===== src/fpsa_pkg.sv =====
// Shared types and codes for the free page stack allocator.
// Used by the controller, the datapath and the top level; depends on nothing.
package fpsa_pkg;

    // Request kinds.
    localparam logic [1:0] K_REGION = 2'd0;
    localparam logic [1:0] K_END    = 2'd1;
    localparam logic [1:0] K_ALLOC  = 2'd2;
    localparam logic [1:0] K_FREE   = 2'd3;

    // Result status codes.
    localparam logic [2:0] ST_OK    = 3'd0;
    localparam logic [2:0] ST_NOMEM = 3'd1;
    localparam logic [2:0] ST_NULL  = 3'd2;
    localparam logic [2:0] ST_ALIGN = 3'd3;
    localparam logic [2:0] ST_RANGE = 3'd4;

    typedef struct packed {
        logic [1:0]  kind;
        logic [23:0] region_base;
        logic [24:0] region_length;
        logic        region_usable;
        logic [23:0] page_addr;
    } t_in_item;

    typedef struct packed {
        logic [2:0]  status;
        logic [23:0] alloc_addr;
        logic [24:0] total_bytes;
    } t_out_item;

    // Commands from the controller to the datapath.
    typedef struct packed {
        logic load;       // take the request into the datapath
        logic walk_push;  // push the current region page
        logic finish;     // apply the request and load the result register
    } t_ctl_cmd;

    // Status from the datapath to the controller.
    typedef struct packed {
        logic [1:0] in_kind;   // kind of the request at the input
        logic       walk_stop; // region walk has no more pages to push
        logic       out_free;  // result register can take a new result
    } t_ctl_stat;

endpackage


===== src/fpsa_ctl.sv =====
// Controller state machine of the free page stack allocator.
// Depends on fpsa_pkg; drives commands to fpsa_dp and reads its status.
module fpsa_ctl
    import fpsa_pkg::*;
(
    input  logic      i_clk,
    input  logic      i_rst_n,
    input  logic      i_in_valid,
    output logic      o_in_stall,
    input  t_ctl_stat i_stat,
    output t_ctl_cmd  o_cmd
);

    localparam logic [1:0] S_IDLE = 2'd0;
    localparam logic [1:0] S_EXEC = 2'd1;
    localparam logic [1:0] S_WALK = 2'd2;

    logic [1:0] r_state;
    logic [1:0] n_state;

    always_comb begin
        n_state = r_state;
        o_cmd   = '0;
        case (r_state)
            S_IDLE: begin
                if (i_in_valid) begin
                    o_cmd.load = 1'b1;
                    n_state    = (i_stat.in_kind == K_REGION) ? S_WALK : S_EXEC;
                end
            end
            S_EXEC: begin
                if (i_stat.out_free) begin
                    o_cmd.finish = 1'b1;
                    n_state      = S_IDLE;
                end
            end
            S_WALK: begin
                if (i_stat.walk_stop) begin
                    if (i_stat.out_free) begin
                        o_cmd.finish = 1'b1;
                        n_state      = S_IDLE;
                    end
                end else begin
                    o_cmd.walk_push = 1'b1;
                end
            end
            default: begin
                n_state = S_IDLE;
            end
        endcase
    end

    always_ff @(posedge i_clk) begin
        if (!i_rst_n) begin
            r_state <= S_IDLE;
        end else begin
            r_state <= n_state;
        end
    end

    assign o_in_stall = (r_state != S_IDLE);

endmodule


===== config.mk =====
export PLATFORM = sky130hd
export DESIGN_NAME = fpsa_ctl
export DESIGN_NICKNAME = d
export VERILOG_FILES = /design/src/fpsa_pkg.sv /design/src/fpsa_ctl.sv
export SDC_FILE = /design/constraint.sdc
export NUM_CORES = 1
export LEC_CHECK = 0
export ABC_AREA = 1
export ABC_CLOCK_PERIOD_IN_PS = 1300
export BUFFER_PORTS_ARGS = -buffer_cell sky130_fd_sc_hd__buf_4
export CORE_AREA = 2 2 39 41
export CTS_BUF_LIST = sky130_fd_sc_hd__clkbuf_2 sky130_fd_sc_hd__clkbuf_4 sky130_fd_sc_hd__clkbuf_8
export DETAILED_ROUTE_END_ITERATION = 12
export DIE_AREA = 0 0 41 43
export SLEW_MARGIN = 20
export SYNTH_ARGS = -nofsm -noshare
export SYNTH_HDL_FRONTEND = slang
export SYNTH_SLANG_ARGS = --single-unit

===== constraint.sdc =====
create_clock -name i_clk -period 1.3 [get_ports i_clk]
set_input_delay 0.065 -clock i_clk [delete_from_list [all_inputs] [get_ports i_clk]]
set_output_delay 0.065 -clock i_clk [all_outputs]
set_load 0.005 [all_outputs]

==> impl_metrics.ini, run 1 <==
[placed_design]
place_inst = 58
portBuffers = 10
gp_congestion = 0.6371
place_area_um2 = 292.8
post-dp-hpwl_um = 304.4

[cells_and_area]
final_cells = 61
area_growth_pct = 65.82
reg_top3 = r_state: 2 flops
largest_reg_flops = 2
final_cell_area_um2 = 327.8
regArea_um2 = 40.04
final_net_count = 57
fill_cells = 171
multi_input_area_um2 = 140.1
largest-register = r_state
antenna_cells = 0
drive_gt1_share_pct = 44.44

[drt]
routedWlPerCell_um = 6.787
vias = 209
via_per_inst = 3.426
dr.pass1.iters = 2
drcViolationCount = 0
antenna_left = 0
finalWirelength_um = 414
drt_iter0_drc = 2

[die]
die_area_mm2 = 0.001763
num_rows = 14
dieWidth_um = 41
ios = 11
die_y_um = 43
start_util_pct = 14.29
coreArea_mm2 = 0.001384

[pwr]
p_int_uw = 407.4
power.switching_uw = 272.6
power_density_mw_per_mm2 = 2074
seqPwrFrac_pct = 15.8
pwr-share-comb_pct = 64.0
ir_worst_vdd_v = 0.0004094
clock_power_share_pct = 20.1
power.leakage_nw = 0.1923
p_sw_share_pct = 40.10

[synth]
yosys-mux-area-fraction_pct = 0
synth_commonest_cells = inv_1, nand2_1, nor2_1, ha_1
netlist.area_leader.share_pct = 20.25
synth-warning-count = 0
synthSimpleGateAreaFrac_pct = 43.04
yosys.area.top_type = dfxtp_1
synth_compound_area_share_pct = 2.532
ys_types = 9
synth_top_family_by_area = simple AND/OR/NAND/NOR gates
synth_cells = 32
yosysSeqAreaShare_pct = 20.25
synthAdderAreaFrac_pct = 18.99
synth_nets = 42
post_synth.cell_area_avg_um2 = 6.178
ys.flop_type = dfxtp_1
synth_xor_xnor_area_share_pct = 0
synth_edf_count = 0
synthArstFlopShare_pct = 0
netlist_top_cells_area = dfxtp_1, ha_1, inv_1
syn_area_um2 = 197.7
yosysMostFrequentCell = inv_1
ys_ff_latch = 2

[timing]
clock.fmax_mhz = 823.8
fin_crit_ps = 1214
slew_headroom_pct = 91.83
rsz0062_at_grt = no
tightestPinTransition_ps = 121.9
hold_violations = 0
holdWs_ps = 73.34
skew_ps = 0.3974
drv_slew = 0
final.setup.tns_ps = 0
period_share_pct = 93.38
setup_viol = 0

[outcome]
status = finished clean

[clock_tree]
clk_pin_slew_worst_paths_ps = 30
cts.sinks = 2
cts_setup_buffers = 0
ctsResizeCount = 0
cts_tree = done
root_buffer = clkbuf_4
postCtsHoldBufs = 0
clk_path_buf_depth = 2
clkLatencyLatePin_ps = 220
ctsHtreeMaxLevel = 1
cts_buffers = 3

[global_routing]
overflow = 0
grt_antenna_before_repair = 0
grt_max_degree = 5
grt_usage_pct = 5.216
grt_pass1_vias = 164
grt_pass1_wl_um = 531

[min_path]
hold_path_startpoint = i_rst_n
holdPathStages = 3
hold_path_end = r_state[0]
min_path_type = primary input to flip-flop

[setup_path]
end_kind = primary output
critPathLaunchType = flip-flop
rr_worst_depth = 7
r2r_setup_slack_ps = 230
crit_fanout = 3
cp_data_required_time_ps = 1240
rr_startpoint = r_state[0]
timing.rr.end = r_state[1]
cp_data_arrival_time_ps = 1150
crit_type = flip-flop to primary output

[job]
drv_cap = 0
## cell usage in the layout (no fill, tap or decap)
cell      synthesis  routed
nand3_2           1       1
dfxtp_1           2       2
ha_1              3       2
a21oi_1           1       1
nor2_1            7       7
clkbuf_4          0       3
inv_2             0       2
nor3_2            1       1
buf_4             0      10
inv_1             8       6
nand2_1           7       7
nand2_2           2       2
ha_4              0       1
## per-stage QoR
stage | worst slack, ps | util [%] | power [mW]
CTS | 26.00 | 22.78 | 0.6328
floorplan | 221.4 | - | 0.3622
finish | 86.09 | 23.69 | 0.6800
global route | 10.58 | 23.69 | 0.7595
global placement | 156.1 | 21.16 | 0.4827
detailed placement | 144.9 | 21.16 | 0.4833
## critical path, cell delays in order (launching register included)
cell and delay, ps:
dfxtp_1 330, inv_2 70, ha_1 220, a21oi_1 130
nor2_1 50, buf_4 130
## worst max-delay path by stage
stage	slack, ps	endpoint	from	cells after the start
6_report	90	o_cmd[0]	r_state[0]	5
5_1_grt	10	o_cmd[0]	r_state[1]	5
4_1_cts	30	o_cmd[0]	r_state[0]	5
3_5_place_dp	140	r_state[1]	r_state[0]	7
3_3_place_gp	160	r_state[0]	r_state[0]	6
2_1_floorplan	220	r_state[0]	r_state[0]	6
## cells by family (layout without fill, tap and decap cells)
| family | after synthesis | after routing |
|---|---|---|
| buffers and inverters | 8 | 21 |
| adder cells (fa/ha/maj) | 3 | 3 |
| AO/OA/AOI/OAI | 1 | 1 |
| flip-flops | 2 | 2 |
| AND/OR/NAND/NOR | 18 | 18 |
## final cells by class
| type | count | area share [%] |
|---|---|---|
| Tap cell | 16 | 6.107 |
| Inverter | 8 | 9.160 |
| Multi-Input combinational cell | 22 | 42.75 |
| Timing Repair Buffer | 10 | 22.90 |
| Clock buffer | 3 | 6.870 |
| Sequential cell | 2 | 12.21 |
## layer usage
metal | vias up | share of wire [%] | track usage, %
met5 | - | 0 | 0
met4 | 0 | 0 | 4.000
met3 | 0 | 9.4 | 6.283
met2 | 6 | 50 | 6.250
met1 | 84 | 40 | 4.487
li1 | 119 | - | -
## power groups by stage
stage | combinational [mW] | clock [mW] | sequential [mW]
2_1_floorplan | 0.261 | 0 | 0.102
3_3_place_gp | 0.380 | 0 | 0.103
3_5_place_dp | 0.379 | 0 | 0.104
4_1_cts | 0.382 | 0.147 | 0.103
5_1_grt | 0.495 | 0.153 | 0.112
6_report | 0.436 | 0.137 | 0.108
(Power assumes the default switching activity.)
==> run 2, diff against run 1 <==
- ABC_CLOCK_PERIOD_IN_PS: 1300 -> 1340
- clock period: 1.3 -> 1.34 ns (I/O delays scaled with it)
==> run 2 against run 1 <==
Against the previous run: routed wire length is 0.72% higher; combinational power decreased by 4%; sequential power decreased by 7%; non-clock buffer count stayed put; critical path depth is the same; clock skew is essentially flat; worst setup slack gained 6.7 ps; hold slack gained 2.6 ps; first-iteration DRC count increased by 50%; core utilization did not move; sequential share of layout area unchanged; register-to-register slack about the same.
==> impl_metrics.ini, run 2 (synthesis gave the netlist of run 1 again) <==
[outcome]
status = finished clean

[setup_path]
slowest_delay_ps = 320
critPathSlowestCell = dfxtp_1
crit_fanout = 3
crit_chain = inv_1 -> ha_1 -> a21oi_1 -> nor2_1 -> buf_4
r2r_setup_slack_ps = 240
path_buf_inv = 2
cp_data_required_time_ps = 1270
critPathLaunchType = flip-flop
cp_data_arrival_time_ps = 1180
crit_type = flip-flop to primary output
crit_family = flip-flops
rr_worst_depth = 7
cp_num_cells = 5
rr_startpoint = r_state[0]
end_kind = primary output
timing.rr.end = r_state[1]

[pwr]
clock_power_share_pct = 20.3
power.switching_uw = 260.1
p_sw_share_pct = 39.83
seqPwrFrac_pct = 15.3
ir_worst_vdd_v = 0.0003832
total_power_uw = 652.9
power_density_mw_per_mm2 = 1992
p_int_uw = 392.8
power.leakage_nw = 0.1927
pwr-share-comb_pct = 64.4

[min_path]
hold_path_startpoint = i_rst_n
min_path_type = primary input to flip-flop
hold_path_end = r_state[0]
holdPathStages = 3

[timing]
final.setup.tns_ps = 0
fin_crit_ps = 1247
clock.fmax_mhz = 801.8
tightestPinTransition_ps = 163.9
period_share_pct = 93.08
hold_violations = 0
rsz0062_at_grt = no
drv_slew = 0
slew_headroom_pct = 89.06
skew_ps = 0.3479
setup_viol = 0

[die]
ios = 11
die_y_um = 43
num_rows = 14
start_util_pct = 14.29
dieWidth_um = 41
coreArea_mm2 = 0.001384
die_area_mm2 = 0.001763

[clock_tree]
clkLatencyLatePin_ps = 220
root_buffer = clkbuf_4
cts_setup_buffers = 0
cts.sinks = 2
postCtsHoldBufs = 0
ctsResizeCount = 0
clk_path_buf_depth = 2
ctsHtreeMaxLevel = 1
cts_buffers = 3
cts_tree = done
clk_pin_slew_worst_paths_ps = 30

[global_routing]
overflow = 0
grt_pass1_wl_um = 531
grt_usage_pct = 5.216
grt_pass1_vias = 164
grt_max_degree = 5
grt_antenna_before_repair = 0

[job]
drv_cap = 0

[cells_and_area]
reg_top3 = r_state: 2 flops
largest-register = r_state
antenna_cells = 0
final_net_count = 57
drive_gt1_share_pct = 40.00
layout_commonest_cell = buf_4
largest_reg_flops = 2
mostFrequentLayoutCells = buf_4, inv_1, nand2_1, nor2_1, clkbuf_4
area_growth_pct = 65.82
final_cell_area_um2 = 327.8

[drt]
dr.pass1.iters = 2
routedWlPerCell_um = 6.836
antenna_left = 0
vias = 210
via_per_inst = 3.443
drcViolationCount = 0
drt_iter0_drc = 3
finalWirelength_um = 417

[placed_design]
place_area_um2 = 292.8
post-dp-hpwl_um = 304.4
portBuffers = 10
gp_congestion = 0.6371
-- run 2: cell types whose count changed in the layout (fill, tap and decap cells not counted) --
| cell | before | now |
|---|---|---|
| inv_1 | 6 | 8 |
| inv_2 | 2 | 0 |
-- run 2: cell type report --
cell class                 instances  area (um^2)
clock buffer                       3        22.52
tap                               16        20.02
multi-input combinational         22        140.1
inverter                           8        30.03
sequential                         2        40.04
timing repair buffer              10        75.07
fill                             171         1056
-- run 2: metrics by stage --
step | hold WS, ps | worst slack [ps] | instances | util [%]
2_1_floorplan | 187.5 | 261.4 | 32 | -
3_3_place_gp | 308.8 | 196.1 | 58 | 21.16
3_5_place_dp | 306.5 | 184.9 | 58 | 21.16
4_1_cts | 69.11 | 64.00 | 61 | 22.78
5_1_grt | 72.23 | 18.87 | 61 | 23.69
6_report | 75.92 | 92.78 | 61 | 23.69
-- run 2: power groups by stage --
| stage | Clock [mW] | Combinational [mW] | Sequential, mW |
|---|---|---|---|
| 2_1_floorplan | 0 | 0.253 | 0.0987 |
| 3_3_place_gp | 0 | 0.368 | 0.100 |
| 3_5_place_dp | 0 | 0.368 | 0.101 |
| 4_1_cts | 0.143 | 0.370 | 0.100 |
| 5_1_grt | 0.148 | 0.478 | 0.104 |
| 6_report | 0.133 | 0.420 | 0.0999 |
-- run 2: how the worst max path moves through the flow --
| stage | start | end | slack (ps) |
|---|---|---|---|
| 2_1_floorplan | r_state[0] | r_state[0] | 260 |
| 3_3_place_gp | r_state[0] | r_state[0] | 200 |
| 3_5_place_dp | r_state[0] | r_state[1] | 180 |
| 4_1_cts | r_state[0] | o_cmd[0] | 60 |
| 5_1_grt | r_state[0] | o_cmd[0] | 20 |
| 6_report | r_state[0] | o_cmd[0] | 90 |
-- run 2: layer usage --
layer / routed length [um] / part of all wire (%) / GRT usage [%]
met1: 168 / 40 / 4.487
met2: 210 / 50 / 6.250
met3: 39 / 9.4 / 6.283
met4: 0 / 0 / 4.000
met5: 0 / 0 / 0
-- run 2: tightest hold or removal path, cell delays in order --
cell     delay (ps)
buf_4            80
nand2_1          40
nor2_1           70
